File: src/rtl/bts_pkg.sv
// ----------------------------------------------------------------------------
// bts_pkg
// Shared constants, types and helpers of the bilinear texture sampler.
// ----------------------------------------------------------------------------
package bts_pkg;

  localparam int MaxW       = 256;
  localparam int MaxH       = 256;
  localparam int FracBits   = 16;
  localparam int CoordBits  = 32;
  localparam int ColBits    = $clog2(MaxW);
  localparam int RowBits    = $clog2(MaxH);
  localparam int AddrBits   = ColBits + RowBits;
  localparam int Depth      = MaxW * MaxH;
  localparam int SizeBits   = 9;
  localparam int ProdBits   = CoordBits + ColBits;
  localparam int WholeBits  = ProdBits - FracBits;
  localparam int ChanBits   = 8;
  localparam int RgbBits    = 3 * ChanBits;
  localparam int WtBits     = FracBits + 1;
  localparam int TopBits    = ChanBits + FracBits;
  localparam int AccBits    = TopBits + WtBits + 1;
  localparam int CfgIdxBits = 4;
  localparam int CfgDatBits = SizeBits;
  localparam int QDepth     = 4;
  localparam int QPtrBits   = $clog2(QDepth);

  typedef enum logic {
    KIND_WRITE  = 1'b0,
    KIND_SAMPLE = 1'b1
  } kind_t;

  typedef enum logic [CfgIdxBits-1:0] {
    CFG_TEX_WIDTH  = 4'd0,
    CFG_TEX_HEIGHT = 4'd1
  } cfg_idx_t;

  typedef struct packed {
    kind_t                        kind;
    logic signed [WholeBits-1:0]  x0;
    logic        [FracBits-1:0]   fu;
    logic signed [WholeBits-1:0]  y0;
    logic        [FracBits-1:0]   fv;
    logic        [ColBits-1:0]    col;
    logic        [RowBits-1:0]    row;
    logic        [RgbBits-1:0]    rgb;
  } item_t;

  // Register value to usable size: zero counts as one, large values saturate.
  function automatic logic [SizeBits-1:0] eff_size(logic [SizeBits-1:0] r,
                                                   logic [SizeBits-1:0] mx);
    logic [SizeBits-1:0] s;
    if (r == '0) begin
      s = SizeBits'(1);
    end else if (r > mx) begin
      s = mx;
    end else begin
      s = r;
    end
    return s;
  endfunction

endpackage

File: src/rtl/bts_fifo.sv
// ----------------------------------------------------------------------------
// bts_fifo
// Short queue between the front and the back end.
// ----------------------------------------------------------------------------
module bts_fifo (
  input  logic           clk,
  input  logic           rst_n,
  input  logic           push,
  input  bts_pkg::item_t push_item,
  input  logic           pop,
  output bts_pkg::item_t pop_item,
  output logic           full,
  output logic           empty
);
  import bts_pkg::*;

  item_t                 buf_r [QDepth];
  logic [QPtrBits-1:0]   wp_r;
  logic [QPtrBits-1:0]   rp_r;
  logic [QPtrBits:0]     cnt_r;

  assign full     = (cnt_r == (QPtrBits+1)'(QDepth));
  assign empty    = (cnt_r == '0);
  assign pop_item = buf_r[rp_r];

  always_ff @(posedge clk) begin
    if (!rst_n) begin
      wp_r  <= '0;
      rp_r  <= '0;
      cnt_r <= '0;
    end else begin
      if (push) begin
        wp_r <= wp_r + QPtrBits'(1);
      end
      if (pop) begin
        rp_r <= rp_r + QPtrBits'(1);
      end
      if (push && !pop) begin
        cnt_r <= cnt_r + (QPtrBits+1)'(1);
      end else if (pop && !push) begin
        cnt_r <= cnt_r - (QPtrBits+1)'(1);
      end
    end
  end

  always_ff @(posedge clk) begin
    if (push) begin
      buf_r[wp_r] <= push_item;
    end
  end

endmodule

File: config.mk
export PLATFORM = sky130hd
export DESIGN_NAME = bts_fifo
export DESIGN_NICKNAME = d
export VERILOG_FILES = /design/src/rtl/bts_pkg.sv /design/src/rtl/bts_fifo.sv
export SDC_FILE = /design/constraint.sdc
export NUM_CORES = 1
export LEC_CHECK = 0
export BUFFER_PORTS_ARGS = -buffer_cell sky130_fd_sc_hd__buf_2
export CORE_MARGIN = 4
export CORE_UTILIZATION = 50
export DETAILED_ROUTE_END_ITERATION = 10
export GPL_ROUTABILITY_DRIVEN = 0
export HOLD_SLACK_MARGIN = 0.1
export PLACE_DENSITY = 0.71
export SKIP_CTS_REPAIR_TIMING = 1
export SYNTH_ARGS = -nofsm -noshare
export SYNTH_HDL_FRONTEND = slang
export SYNTH_SLANG_ARGS = --single-unit
export TNS_END_PERCENT = 20
File: constraint.sdc
create_clock -name clk -period 4.7 [get_ports clk]
set_input_delay 0.705 -clock clk [delete_from_list [all_inputs] [get_ports clk]]
set_output_delay 0.705 -clock clk [all_outputs]
set_load 0.1 [all_outputs]
==> run metrics <==
Vias/cell 5.503; crit start category flip-flop; Layout area overhead 18.09%; worst path cell trace buf_4 -> mux4_2 -> buf_2; clock skew 18.65 ps; CP required 3990 ps; crit path DAT 2740 ps; Initial Utilization 0.5060; initial antenna violation count 7; unrepaired setup endpoints after global routing false; die area 39100 sq um; Hold Crit Class in2reg; min cycle time layout 3444 ps; first-pass GRT wire length 51580 um; max_slew headroom 0.4659; final instance area 21250 sq um; #FFs+latches synth 493; largest net degree at the start of global routing 71; synthesized cell area 18000 sq um; Cells after Synth 675; crit-path max FO 34; worst reg2reg path depth 4; Setup CP Type reg2out; TNS Setup 0 ps; clock buffer depth 3; Clock Latency Late Sink 570 ps; reg2reg start wp_r[1]$_SDFFE_PN0P_; GRT Total Usage 0.1740; commonest non-fill, non-tap cell in the layout edfxtp_1; status complete, no violations; H-tree levels 2; post-DP HPWL 20340 um; Worst VDD drop 381.4 uV; Worst Max-Slew Pin Slew 801.1 ps; CTS Buf Count 49; reg-to-reg setup timing slack 2580 ps; Worst Min Path Start push_item[16]; Root Driver clkbuf_16; CTS tree built; GRT overflow 0; register area share after synthesis 0.8175; leakage 7.114 nW; Critical-path top delay cell dfxtp_4; max-slew violations 0; antenna-violating nets left 0; DRC viols 0; FILL cells 2492; Layout Nets 1090; final setup fails 0; Detailed Route WL 33450 um; PortBufs 247; Iter 0 DRT Violations 506; placed inst area 19720 sq um; pwr/cell area 510.0 nW/um^2; Netlist cell types 23; CTS sink cnt 493; commonest non-fill, non-tap cells in the layout 484 x edfxtp_1, 247 x buf_2, 121 x mux4_2, 49 x clkbuf_16, 12 x clkbuf_1; Fin. Hold Viols 0; Ports 248; max incr delay on CP 820 ps; Tcrit/Tclk final 0.7328; chip height 197.7 um; Pre-Repair DR Iteration Count 4; via count 8024; CP endpoint pop_item[73]; max cap viols 0; Worst Setup End Kind output pin; Worst-path clk slew 70 ps; achievable frequency 0.2904 GHz; Post-Syn Nets 806; Reg-to-Reg End buf_r[1][18]$_DFFE_PP_; vias in the first global route 8659; Avg Synthesized Cell Area 26.66 sq um; Die Width 197.7 um; share of cells above drive strength 1 0.4583; DR WL/cell 22.94 um; YS warnings 0; Rows 69; core footprint 35570 sq um
==> through the flow <==
step / util / hold slack, ps / setup WS [ps] / power [mW] / std cells
final: 0.5975 / 339.9 / 1256 / 10.84 / 1458
after global routing: 0.5974 / 323.1 / 1031 / 11.23 / 1456
after CTS: 0.5974 / 303.2 / 1121 / 10.96 / 1456
after detailed placement: 0.5544 / 510.7 / 1762 / 7.264 / 1369
after global placement: 0.5544 / 486.7 / 1743 / 7.243 / 1369
after floorplan: - / 472.4 / 724.3 / 6.926 / 675
==> power breakdown <==
group	switching, mW	internal, mW	total [mW]
clock	1.57	2.13	3.70
combinational	1.60	0.416	2.01
sequential	0.0801	5.05	5.13
total	3.25	7.59	10.8
==> critical path: cells and delay by family (launching register included) <==
kind | cells | cell delay [ps]
mux | 1 | 580
flops | 1 | 820
buf+inv | 2 | 760
==> cells in the mapped netlist <==
cell      count  share of area
buf_12       10          0.011
or3_1         1        0.00035
mux4_2      121           0.15
nor3b_1       1        0.00042
edfxtp_1    484           0.81
nor2b_1       2        0.00070
buf_1         3        0.00063
inv_1         4        0.00083
clkbuf_1      1        0.00021
fa_1          1         0.0011
nand2_1       1        0.00021
xor2_1        3         0.0015
buf_2         9         0.0025
o21ai_0       1        0.00028
nor3_1        1        0.00028
xnor2_1       2        0.00097
mux2i_1       2         0.0011
buf_6         1        0.00063
ha_1          5         0.0035
dfxtp_1       9          0.010
and2_1        9         0.0031
a21boi_0      1        0.00042
buf_4         3         0.0013
==> worst min-delay path by stage <==
stage / cells past startpoint / slack [ps] / to
finish: 1 / 340 / buf_r[3][16]$_DFFE_PP_
global route: 1 / 320 / buf_r[0][107]$_DFFE_PP_
CTS: 1 / 300 / buf_r[3][16]$_DFFE_PP_
detailed placement: 2 / 510 / cnt_r[2]$_SDFFE_PN0P_
global placement: 2 / 490 / cnt_r[2]$_SDFFE_PN0P_
floorplan: 2 / 470 / cnt_r[2]$_SDFFE_PN0P_
==> flip-flops by register name, indices dropped and copies added, names as in the netlist, named ones only <==
signal	flops
buf_r	484
cnt_r	3
rp_r	2
wp_r	2
==> cell type report <==
class                      count  area, sq um  area share
multi-input combinational    151         2985      0.1405
inverter                       4        15.01   0.0007064
sequential                   493        14720      0.6926
clock inverter                24        230.2     0.01083
clock buffer                  63         1299     0.06111
tap                          461        576.8     0.02714
timing repair buffer         260         1421     0.06687
antenna                        2        5.005   0.0002355
==> logic make-up (layout without fill, tap and decap cells) <==
kind of cell | Yosys count | in the layout | synth area share
compound gates | 2 | 2 | 0.0006951
xor+xnor | 5 | 5 | 0.002434
simple gates | 15 | 15 | 0.005074
mux | 123 | 123 | 0.1525
fa+ha+maj | 6 | 6 | 0.004588
other cells | 0 | 2 | 0
flops | 493 | 493 | 0.8175
buf+inv | 31 | 351 | 0.01717
==> per-layer routing <==
layer / up-vias / routed length [um] / global-route usage
met5: - / 51 / 0
met4: 10 / 624 / 0.04948
met3: 56 / 2603 / 0.05615
met2: 233 / 16400 / 0.2738
met1: 4224 / 13780 / 0.2390
li1: 3501 / - / -
Note: power is estimated with default switching activity, not from simulation.
