$ cat config.mk
export PLATFORM = sky130hd
export DESIGN_NAME = bts_front_flat
export DESIGN_NICKNAME = d
export VERILOG_FILES = /design/src/rtl/bts_pkg.sv /design/src/rtl/bts_if.sv /design/src/rtl/bts_front.sv /design/src/flat_wrapper.sv
export SDC_FILE = /design/constraint.sdc
export NUM_CORES = 1
export LEC_CHECK = 0
export BUFFER_PORTS_ARGS = -buffer_cell sky130_fd_sc_hd__buf_4
export CAP_MARGIN = 10
export CORE_ASPECT_RATIO = 0.75
export CORE_MARGIN = 2
export CORE_UTILIZATION = 40
export CTS_CLUSTER_DIAMETER = 50
export CTS_CLUSTER_SIZE = 30
export DETAILED_ROUTE_END_ITERATION = 16
export PLACE_DENSITY = 0.62
export SLEW_MARGIN = 25
export SYNTH_ARGS = -nofsm -noshare
export SYNTH_HDL_FRONTEND = slang
export SYNTH_SLANG_ARGS = --single-unit
$ cat constraint.sdc
create_clock -name clk -period 8.04 [get_ports clk]
set_clock_uncertainty 0.05 [all_clocks]
set_input_delay 0.402 -clock clk [delete_from_list [all_inputs] [get_ports clk]]
set_output_delay 0.402 -clock clk [all_outputs]
set_load 0.02 [all_outputs]
$ cat src/rtl/bts_pkg.sv
// ----------------------------------------------------------------------------
// bts_pkg
// Shared constants, types and helpers of the bilinear texture sampler.
// ----------------------------------------------------------------------------
package bts_pkg;

  localparam int MaxW       = 256;
  localparam int MaxH       = 256;
  localparam int FracBits   = 16;
  localparam int CoordBits  = 32;
  localparam int ColBits    = $clog2(MaxW);
  localparam int RowBits    = $clog2(MaxH);
  localparam int AddrBits   = ColBits + RowBits;
  localparam int Depth      = MaxW * MaxH;
  localparam int SizeBits   = 9;
  localparam int ProdBits   = CoordBits + ColBits;
  localparam int WholeBits  = ProdBits - FracBits;
  localparam int ChanBits   = 8;
  localparam int RgbBits    = 3 * ChanBits;
  localparam int WtBits     = FracBits + 1;
  localparam int TopBits    = ChanBits + FracBits;
  localparam int AccBits    = TopBits + WtBits + 1;
  localparam int CfgIdxBits = 4;
  localparam int CfgDatBits = SizeBits;
  localparam int QDepth     = 4;
  localparam int QPtrBits   = $clog2(QDepth);

  typedef enum logic {
    KIND_WRITE  = 1'b0,
    KIND_SAMPLE = 1'b1
  } kind_t;

  typedef enum logic [CfgIdxBits-1:0] {
    CFG_TEX_WIDTH  = 4'd0,
    CFG_TEX_HEIGHT = 4'd1
  } cfg_idx_t;

  typedef struct packed {
    kind_t                        kind;
    logic signed [WholeBits-1:0]  x0;
    logic        [FracBits-1:0]   fu;
    logic signed [WholeBits-1:0]  y0;
    logic        [FracBits-1:0]   fv;
    logic        [ColBits-1:0]    col;
    logic        [RowBits-1:0]    row;
    logic        [RgbBits-1:0]    rgb;
  } item_t;

  // Register value to usable size: zero counts as one, large values saturate.
  function automatic logic [SizeBits-1:0] eff_size(logic [SizeBits-1:0] r,
                                                   logic [SizeBits-1:0] mx);
    logic [SizeBits-1:0] s;
    if (r == '0) begin
      s = SizeBits'(1);
    end else if (r > mx) begin
      s = mx;
    end else begin
      s = r;
    end
    return s;
  endfunction

endpackage

$ cat src/rtl/bts_if.sv
// ----------------------------------------------------------------------------
// bts interfaces
// Valid/ready channels for sample and write items, results and configuration.
// ----------------------------------------------------------------------------
interface bts_in_if;
  import bts_pkg::*;
  logic                        valid;
  logic                        ready;
  logic                        kind;
  logic signed [CoordBits-1:0] tex_u;
  logic signed [CoordBits-1:0] tex_v;
  logic [ColBits-1:0]          write_col;
  logic [RowBits-1:0]          write_row;
  logic [RgbBits-1:0]          write_rgb;
  modport source (output valid, kind, tex_u, tex_v, write_col, write_row, write_rgb,
                  input ready);
  modport sink (input valid, kind, tex_u, tex_v, write_col, write_row, write_rgb,
                output ready);
endinterface


$ cat src/rtl/bts_front.sv
// ----------------------------------------------------------------------------
// bts_front
// Accepts items, scales sample coordinates and splits them into texel index
// and fraction, then hands the item to the queue.
// ----------------------------------------------------------------------------
module bts_front (
  input  logic                          clk,
  input  logic                          rst_n,
  bts_in_if.sink                        in_if,
  input  logic [bts_pkg::SizeBits-1:0]  w_eff,
  input  logic [bts_pkg::SizeBits-1:0]  h_eff,
  input  logic                          q_full,
  output logic                          q_push,
  output bts_pkg::item_t                q_item
);
  import bts_pkg::*;

  logic                       s1_v_r;
  item_t                      s1_item_r;
  item_t                      s1_item_nxt;
  logic [ColBits-1:0]         wm1;
  logic [RowBits-1:0]         hm1;
  logic signed [ProdBits-1:0] pu;
  logic signed [ProdBits-1:0] pv;
  logic                       accept;

  assign q_push      = s1_v_r && !q_full;
  assign in_if.ready = !s1_v_r || !q_full;
  assign accept      = in_if.valid && in_if.ready;
  assign q_item      = s1_item_r;

  assign wm1 = ColBits'(w_eff - SizeBits'(1));
  assign hm1 = RowBits'(h_eff - SizeBits'(1));

  // Arithmetic shift of the product is the floor; the low bits are the fraction.
  assign pu = ProdBits'(in_if.tex_u) * ProdBits'($signed({1'b0, wm1}));
  assign pv = ProdBits'(in_if.tex_v) * ProdBits'($signed({1'b0, hm1}));

  always_comb begin
    s1_item_nxt.kind = kind_t'(in_if.kind);
    s1_item_nxt.x0   = pu[ProdBits-1:FracBits];
    s1_item_nxt.fu   = pu[FracBits-1:0];
    s1_item_nxt.y0   = pv[ProdBits-1:FracBits];
    s1_item_nxt.fv   = pv[FracBits-1:0];
    s1_item_nxt.col  = in_if.write_col;
    s1_item_nxt.row  = in_if.write_row;
    s1_item_nxt.rgb  = in_if.write_rgb;
  end

  always_ff @(posedge clk) begin
    if (!rst_n) begin
      s1_v_r <= 1'b0;
    end else if (accept) begin
      s1_v_r <= 1'b1;
    end else if (q_push) begin
      s1_v_r <= 1'b0;
    end
  end

  always_ff @(posedge clk) begin
    if (accept) begin
      s1_item_r <= s1_item_nxt;
    end
  end

endmodule

$ cat src/flat_wrapper.sv
// flat-port wrapper written by rule: the top's interface ports become plain ports
module bts_front_flat import bts_pkg::*;
  (clk, rst_n, w_eff, h_eff, q_full, q_push, q_item, in_if_valid, in_if_kind, in_if_tex_u, in_if_tex_v, in_if_write_col, in_if_write_row, in_if_write_rgb, in_if_ready);
  bts_in_if in_if_i ();
  input  logic clk;
  input  logic rst_n;
  input  logic [bts_pkg::SizeBits-1:0] w_eff;
  input  logic [bts_pkg::SizeBits-1:0] h_eff;
  input  logic q_full;
  output logic q_push;
  output bts_pkg::item_t q_item;
  input wire logic [$bits(in_if_i.valid)-1:0] in_if_valid;
  input wire logic [$bits(in_if_i.kind)-1:0] in_if_kind;
  input wire logic [$bits(in_if_i.tex_u)-1:0] in_if_tex_u;
  input wire logic [$bits(in_if_i.tex_v)-1:0] in_if_tex_v;
  input wire logic [$bits(in_if_i.write_col)-1:0] in_if_write_col;
  input wire logic [$bits(in_if_i.write_row)-1:0] in_if_write_row;
  input wire logic [$bits(in_if_i.write_rgb)-1:0] in_if_write_rgb;
  output wire logic [$bits(in_if_i.ready)-1:0] in_if_ready;
  assign in_if_i.valid = in_if_valid;
  assign in_if_i.kind = in_if_kind;
  assign in_if_i.tex_u = in_if_tex_u;
  assign in_if_i.tex_v = in_if_tex_v;
  assign in_if_i.write_col = in_if_write_col;
  assign in_if_i.write_row = in_if_write_row;
  assign in_if_i.write_rgb = in_if_write_rgb;
  assign in_if_ready = in_if_i.ready;
  bts_front u_core (.clk(clk), .rst_n(rst_n), .in_if(in_if_i), .w_eff(w_eff), .h_eff(h_eff), .q_full(q_full), .q_push(q_push), .q_item(q_item));
endmodule
==> impl_metrics.tcl, run 1 <==
set metrics [dict create \
    worst_slew_pin_slew_ns 1.07 \
    drive_gt1_frac 0.130 \
    die_area_mm2 0.0554 \
    critPathTopFamily "compound AO/OA/AOI/OAI gates" \
    startpoint_type "input pin" \
    period_minus_slack_ns 6.99 \
    layout.nets 3154 \
    synth.area.top_cells "fa_1 (37%), edfxtp_1 (17%), ha_1 (9.4%)" \
    num_io_pins 250 \
    fin_setup_tns_ns 0 \
    antenna_found_initial 1 \
    syn_area_mm2 0.0214 \
    synth_edf_count 121 \
    synth_top_cell_area_share 0.367 \
    reg2reg_depth 4 \
    slew_viol_final 0 \
    grt-ovfl-total 0 \
    min_path_type "in2reg" \
    leakage_nw 12.4 \
    yosys.area_share.simple 0.169 \
    syn_area_per_cell_um2 9.70 \
    synth_top_area_cell "fa_1" \
    netlist_instances 2206 \
    finalSetupViolations 0 \
    hold_end "u_core.s1_v_r" \
    total_power_mw 10.3 \
    coreArea_mm2 0.0530 \
    clock-sinks 122 \
    grt_pass1_vias 16800 \
    path_buf_inv 4 \
    initialDrtViolationCount 858 \
    die_x_um 271 \
    yosys.area_share.xor_xnor 0.0356 \
    hold_violations 0 \
    ys_ff_latch 122 \
    initial_core_util 0.404 \
    dieHeight_um 204 \
    max-cap-violations 0 \
    cpMostUsedCell "fa_1" \
    clock_latency_ns 0.48 \
    maxSlewHeadroom 0.286 \
    cts_buffers 17 \
    r2r-start "u_core.s1_v_r" \
    path_max_fanout 19 \
    outcome "finished clean" \
    worstHoldPathCells 2 \
    clockBufferDepth 2 \
    cts.repair.resized 0 \
    post-cts-setup-buffers 0 \
    peakVddDrop_mv 0.286 \
    ys_types 56 \
    antenna_cells 0 \
    yosysWarnings 0 \
    gp_congestion 0.859 \
    r2r_slack_ns 5.74 \
    final_core_util 0.476 \
    max_freq_ghz 0.143 \
    rr_endpoint "u_core.q_item[67]" \
    cp.arrival_ns 7.17 \
    yosys_most_used_dff "edfxtp_1" \
    dp_hpwl_mm 44.4 \
    placed_area_mm2 0.0242 \
    rows 73 \
    synthAdderAreaFrac 0.460 \
    grt_pass1_wl_mm 90.9 \
    drc 0 \
    clk_transition_reported_paths_ns 0.06 \
    seq_area_frac_synth 0.171 \
    hp-start "rst_n" \
    async_flop_share 0 \
    routedWlPerCell_um 17.3 \
    track_usage 0.212 \
    firstDrtPassIters 5 \
    cp-end-kind "register" \
    muxShareOfSynthArea 0 \
    max_stage_delay_ns 0.61 \
    syn2layout_area_growth_pct 17.9 \
    timing.final.crit_share 0.870 \
    synth-compound-area-share 0.0664 \
    root_buffer "clkbuf_16" \
    powerDensity_mw_per_mm2 406 \
    portBuffers 247 \
    fin_area_mm2 0.0252 \
    ant_nets 0 \
    path_cells "buf_4 -> nor3_1 -> nor3b_1 -> xnor2_4 -> nand2b_1 -> fa_1 -> fa_1 -> inv_1 -> fa_1 -> inv_1 -> fa_1 -> inv_1 -> ha_1 -> o211a_1 -> o31ai_1 -> a21oi_1 -> o21ai_0 -> a41oi_1 -> a31o_2 -> a21oi_1 -> o21ai_0 -> xor2_1" \
    synth_fp_nets 2885 \
    vias 15700 \
    drt-total-wl_mm 55.5 \
    synth_top_family_by_area "adder cells" \
    path_class "in2reg" \
    htree_levels 4 \
    grt_setup_unrepaired "false" \
    grt_max_degree 47 \
    cts_tree "done" \
    viasPerCell 4.89 \
    crit_slowest_cell "nor3b_1" \
    critPathRequiredTime_ns 8.22 \
]
[report_power, final]
group	total (mW)	internal [mW]	switching, mW
Clock	0.830	0.462	0.368
Combinational	8.06	3.25	4.81
Sequential	1.36	1.29	0.0733
[cells in the mapped netlist, drive strengths merged, types with 2 or more instances]
master,instances
nor2b,242
xor2,27
nor2,39
fa,392
o31ai,5
o211ai,6
a21boi,6
a31oi,4
o2111ai,2
and2,88
nor3,7
nand3,17
a21o,43
nand2b,67
o311ai,3
nor4,2
or4,2
nand3b,2
inv,497
edfxtp,121
a211oi,3
a41oi,5
o21bai,11
and3,10
nand2,177
o21ai,37
clkbuf,58
buf,3
a31o,2
ha,160
a211o,3
nand4,8
a21oi,79
o21a,4
xnor2,60
a2111oi,2
[cell families (layout without fill, tap and decap cells)]
group                      Yosys count  in the layout
and+or+nand+nor                    666            666
adders and majority gates          552            552
xor gates and xnor gates            87             87
AOI/OAI and AO/OA                  221            221
DFF                                122            122
buffers and inverters              558            840
[layout make-up]
cell class	instances	area (µm²)
clock buffer	18	429
clock inverter	14	161
fill	4995	27700
inverter	497	1870
multi-input combinational	1526	15800
sequential	122	3650
tap	712	891
timing repair buffer	311	2460
[flip-flops by register name, summed over array words and instances, names as in the netlist]
register / cells
u_core.q_item: 121
u_core.s1_v_r: 1
[through the flow]
stage	hold slack, ns	cells	setup WS [ns]
floorplan	0.437	2206	1.61
global placement	0.455	3126	0.885
detailed placement	0.480	3127	0.767
CTS	0.0304	3200	1.30
global route	0.0645	3200	0.770
finish	0.0855	3200	1.05
[repair_timing]
action,CTS,global route
setup endpoints to repair,0,0
hold buffers,41,0
endpoints found under the hold margin,41,0
[metal layers]
layer,vias to the layer above,routed length (µm),track usage
li1,7269,-,-
met2,465,23100,0.304
met4,0,899,0.0551
met5,-,0,0
met1,7881,27600,0.317
met3,48,3920,0.0523
[placed cells by master, fill, tap and decap left out, drive strengths merged, types with 5 or more instances in the layout]
cell / n
a21boi: 6
a21o: 43
a21oi: 79
a41oi: 5
and2: 88
and3: 10
buf: 270
clkbuf: 18
dlygate4sd3: 41
edfxtp: 121
fa: 392
ha: 160
inv: 503
nand2: 177
nand2b: 67
nand3: 17
nand4: 8
nor2: 39
nor2b: 242
nor3: 7
o211ai: 6
o21ai: 37
o21bai: 11
o31ai: 5
xnor2: 60
xor2: 27
[worst reg2reg max path: stages, from the launching register on]
cell and delay (ns):
dfxtp_1 0.32, nand2_1 0.13, and2_4 0.52, buf_16 0.32, buf_4 0.58
[worst max-delay path by stage]
stage                   from                  to  slack, ns  depth (start not counted)
finish              w_eff[0]  u_core.q_item[112]       1.05                         22
global route        w_eff[0]  u_core.q_item[112]       0.77                         22
CTS                 w_eff[0]  u_core.q_item[112]       1.30                         22
detailed placement  w_eff[0]  u_core.q_item[112]       0.77                         22
global placement    w_eff[0]  u_core.q_item[112]       0.89                         22
floorplan           h_eff[0]   u_core.q_item[78]       1.61                         23
(Power assumes the default switching activity.)
==> run 2: changes to the inputs <==
ABC_AREA = 1   (was default)
==> impl_metrics.tcl, run 2 <==
set metrics [dict create \
    outcome "finished clean" \
    portBuffers 247 \
    ys_ff_latch 122 \
    ctsHoldBuffers 0 \
    dp_hpwl_mm 50.5 \
    max_stage_delay_ns 0.55 \
    syn2layout_area_growth_pct 15.0 \
    grt_max_degree 63 \
    total_power_mw 10.8 \
    syn_area_mm2 0.0224 \
    cts_buffers 17 \
    maxSlewHeadroom 0.349 \
    cp.arrival_ns 5.81 \
    die_x_um 277 \
    hold_ws_ns 0.0601 \
    initial_core_util 0.402 \
    cpMostUsedCell "nand2_1" \
    finalSetupViolations 0 \
    path_buf_inv 9 \
    clock_latency_ns 0.46 \
    root_buffer "clkbuf_16" \
    routedWlPerCell_um 15.2 \
    initialDrtViolationCount 1262 \
    ant_nets 0 \
    async_flop_share 0 \
    firstDrtPassIters 8 \
    r2r-start "u_core.s1_v_r" \
    synth_common_cells "inv_1 (766), nand2_1 (656), nor2_1 (402)" \
    htree_levels 4 \
    track_usage 0.213 \
    startpoint_type "input pin" \
    slew_viol_final 0 \
    synth_top_cell_area_share 0.350 \
    dp.cells 3788 \
    synth_edf_count 121 \
    clock-sinks 122 \
    grt_pass1_wl_mm 96.8 \
    ys_types 35 \
    syn_area_per_cell_um2 7.90 \
    path_max_fanout 15 \
    drc 0 \
    final_common_cell "inv_1" \
    gp_congestion 0.929 \
    grt_pass1_vias 18300 \
    drt-total-wl_mm 58.1 \
    crit_start "h_eff[0]" \
    min_path_type "in2reg" \
    layout.nets 3755 \
    final_cell_mix "inv_1 (765), nand2_1 (656), nor2_1 (402)" \
    cts_tree "done" \
    synth_most_common_cell "inv_1" \
    vias 17900 \
    timing.final.crit_share 0.705 \
    cts.repair.resized 0 \
    antenna_found_initial 3 \
    fin_setup_tns_ns 0 \
    peakVddDrop_mv 0.197 \
    grt_setup_unrepaired "false" \
    fin_area_mm2 0.0258 \
    netlist_instances 2835 \
    dieHeight_um 209 \
    leakage_nw 14.2 \
    period_minus_slack_ns 5.67 \
    crit_slowest_cell "inv_1" \
    powerDensity_mw_per_mm2 419 \
    yosys_most_used_dff "edfxtp_1" \
    viasPerCell 4.69 \
    num_io_pins 250 \
    drive_gt1_frac 0.112 \
    rows 75 \
    cp-end-kind "register" \
    max-cap-violations 0 \
    coreArea_mm2 0.0556 \
    largest_register_ffs 121 \
    max_freq_ghz 0.176 \
    path_class "in2reg" \
    yosysWarnings 0 \
    seq_area_frac_synth 0.163 \
    synth_top_area_cell "fa_1" \
    die_area_mm2 0.0579 \
    grt-ovfl-total 0 \
    synth_fp_nets 3514 \
    critPathTopFamily "adder cells" \
    clockBufferDepth 2 \
    hold_violations 0 \
    hp-start "in_if_write_rgb[16]" \
    synth.area.top_cells "fa_1 (35%), edfxtp_1 (16%), inv_1 (13%)" \
    critPathRequiredTime_ns 8.18 \
    worst_slew_pin_slew_ns 0.975 \
    clk_transition_reported_paths_ns 0.06 \
    placed_area_mm2 0.0252 \
    post-cts-setup-buffers 0 \
    final_cells 3821 \
]
==> run 2: cell types whose count changed after synthesis, sizes merged, moves of 15 or more <==
cell,previous run,this run
clkbuf,58,30
and2,88,1
a21oi,79,64
nor2,39,432
nand2b,67,1
inv,497,766
a21o,43,2
nand3,17,66
nand2,177,656
o21ai,37,20
nor2b,242,0
xnor2,60,15
==> run 2: path summary, 6_finish.rpt <==
kind / cells past startpoint / slack [ns] / endpoint
max: 28 / 2.37 / u_core.q_item[74]
min: 1 / 0.06 / u_core.q_item[16]
min reg2reg: 2 / 0.50 / u_core.s1_v_r
max reg2reg: 3 / 5.66 / u_core.q_item[75]
==> run 2: kinds of logic (layout without fill, tap and decap cells) <==
| logic type | count (synthesis) | after routing | share of synthesized area |
|---|---|---|---|
| other | 0 | 1 | 0 |
| adders and majority gates | 552 | 552 | 0.440 |
| and+or+nand+nor | 1192 | 1192 | 0.212 |
| AOI/OAI and AO/OA | 103 | 103 | 0.0249 |
| DFF | 122 | 122 | 0.163 |
| buffers and inverters | 813 | 1067 | 0.139 |
| xor gates and xnor gates | 53 | 53 | 0.0211 |
==> run 2: power by group <==
| group | internal [mW] | switching, mW |
|---|---|---|
| registers | 1.26 | 0.0976 |
| clock network | 0.479 | 0.301 |
| logic | 3.00 | 5.66 |
| total | 4.74 | 6.06 |
==> run 2: final cells by class <==
| type | count | area, µm² |
|---|---|---|
| Fill cell | 5583 | 29900 |
| Inverter | 769 | 2890 |
| Antenna cell | 1 | 2.50 |
| Clock buffer | 22 | 474 |
| Timing Repair Buffer | 266 | 2000 |
| Tap cell | 731 | 915 |
| Sequential cell | 122 | 3650 |
| Clock inverter | 10 | 119 |
| Multi-Input combinational cell | 1900 | 15700 |
==> run 2: through the flow <==
step / util / setup slack, ns
global placement: 0.452 / 1.70
detailed placement: 0.452 / 1.70
finish: 0.463 / 2.37
floorplan: - / 1.08
CTS: 0.463 / 2.22
global route: 0.463 / 2.08
==> run 2: routing by layer <==
layer	wire [µm]	track usage
met4	642	0.0416
met2	23000	0.300
met3	4790	0.0484
met1	29700	0.332
met5	23	0
==> run 3: changes to the inputs <==
PLACE_DENSITY = 0.64   (was 0.62)
clock period = 5.1 ns   (was 8.04 ns; I/O delays follow)
==> impl_metrics.tcl, run 3 (same netlist as run 2, synthesis figures left out) <==
set metrics [dict create \
    outcome "finished clean" \
    ant_nets 0 \
    drt-total-wl_mm 60.1 \
    final_cells 4024 \
    grt_pass1_vias 19000 \
    coreArea_mm2 0.0556 \
    setup_slack_ns 0.210 \
    r2r_slack_ns 3.40 \
    final_common_cell "inv_1" \
    cts_tree "done" \
    htree_levels 4 \
    clock_latency_ns 0.46 \
    cp-end-kind "register" \
    syn2layout_area_growth_pct 23.2 \
    clockBufferDepth 2 \
    grt_setup_unrepaired "false" \
    grt-ovfl-total 0 \
    die_x_um 277 \
    hold_end "u_core.s1_v_r" \
    slew_viol_final 0 \
    clock-sinks 122 \
    critPathRequiredTime_ns 5.28 \
    dp.cells 3949 \
    timing.final.crit_share 0.959 \
    path_max_fanout 11 \
    startpoint_type "input pin" \
    initial_core_util 0.402 \
    worstHoldPathCells 3 \
    fill_cells 5486 \
    total_power_mw 19.6 \
    hold_ws_ns 0.0698 \
    dieHeight_um 209 \
    drive_gt1_frac 0.154 \
    portBuffers 247 \
    worst_slew_pin_slew_ns 0.943 \
    antenna_found_initial 6 \
    leakage_nw 15.2 \
    cp.arrival_ns 5.07 \
    period_minus_slack_ns 4.89 \
    clk_transition_reported_paths_ns 0.07 \
    maxSlewHeadroom 0.372 \
    post-place-ws_ns -0.118 \
    hp-start "in_if_valid" \
    viasPerCell 4.62 \
    finalSetupViolations 0 \
    initialDrtViolationCount 1341 \
    rows 75 \
    layout.nets 3958 \
    peakVddDrop_mv 0.335 \
    powerDensity_mw_per_mm2 711 \
    track_usage 0.219 \
    grt_max_degree 63 \
    cts_buffers 17 \
    dp_hpwl_mm 51.8 \
    rr_endpoint "u_core.q_item[40]" \
    grt_pass1_wl_mm 99.2 \
    max-cap-violations 0 \
    routedWlPerCell_um 14.9 \
    path_class "in2reg" \
    firstDrtPassIters 5 \
    largest_register_ffs 121 \
    drc 0 \
    min_path_type "in2reg" \
    num_io_pins 250 \
    hold_violations 0 \
    vias 18600 \
    reg2reg_depth 2 \
    root_buffer "clkbuf_16" \
    die_area_mm2 0.0579 \
    final_cell_mix "inv_1 (766), nand2_1 (655), buf_4 (414)" \
    max_freq_ghz 0.205 \
    post-cts-setup-buffers 0 \
    gp_congestion 0.937 \
    r2r-start "u_core.s1_v_r" \
]
-- run 3: cell types whose count changed in the layout (fill, tap and decap cells not counted), sizes merged --
cell         delta
dlygate4sd3    +42
bufinv          +2
clkinv          +1
clkbuf          -5
buf           +161
diode           +1
clkinvlp        -1
inv             +2
-- run 3: routing by layer --
layer	vias to the layer above	GRT usage	routed length (µm)
li1	9116	-	-
met4	8	0.0517	967
met1	8798	0.341	30900
met2	591	0.303	23300
met3	59	0.0517	4970
met5	-	0	50
-- run 3: worst max-delay path by stage --
stage / start / end / slack, ns / depth (start not counted)
final: h_eff[0] / u_core.q_item[78] / 0.21 / 23
after global routing: h_eff[0] / u_core.q_item[78] / 0.02 / 24
after CTS: h_eff[0] / u_core.q_item[78] / 0.39 / 23
after detailed placement: h_eff[0] / u_core.q_item[78] / -0.12 / 24
after global placement: h_eff[0] / u_core.q_item[78] / -0.14 / 24
after floorplan: h_eff[0] / u_core.q_item[75] / 0.005 / 27
-- run 3: metrics by stage --
stage | TNS, ns | utilization | instance area [µm²]
floorplan | 0 | - | 22400
global placement | -0.232 | 0.477 | 26500
detailed placement | -0.284 | 0.477 | 26500
CTS | 0 | 0.496 | 27600
global route | 0 | 0.496 | 27600
finish | 0 | 0.496 | 27600
-- run 3: worst max-delay path: stages --
cell     delay [ns]
buf_4          0.11
inv_1          0.05
ha_1           0.22
or2_2          0.31
nand2_2        0.06
inv_1          0.09
buf_4          0.21
nand2_1        0.09
fa_1           0.41
inv_1          0.09
fa_1           0.45
fa_1           0.54
inv_1          0.05
fa_1           0.48
inv_1          0.04
ha_1           0.37
nand2_1        0.12
nor2_1         0.25
nand3_1        0.16
nor2_1         0.22
nand3_1        0.25
nand4_1        0.18
nand2_1        0.07
-- run 3: cell type report --
cell class,instances,area (µm²),area share
clock inverters,14,196,0.00712
inverters,769,2890,0.105
clock buffers,17,425,0.0154
repair buffers,469,3790,0.137
well taps,731,915,0.0332
flip-flops and latches,122,3650,0.132
multi-input cells,1900,15700,0.570
diodes,2,5.00,0.000181
-- run 3: power breakdown --
group / leakage [nW] / switching [mW] / internal (mW)
sequential: 1.18 / 0.126 / 1.98
clock: 0.297 / 0.523 / 0.816
combinational: 13.8 / 9.54 / 6.62
-- run 3: timing repair --
item	4_1_cts	5_1_grt
hold buffers	42	0
hold endpoints to repair	42	0
gates resized for setup	0	1
endpoints found under the setup margin	0	1
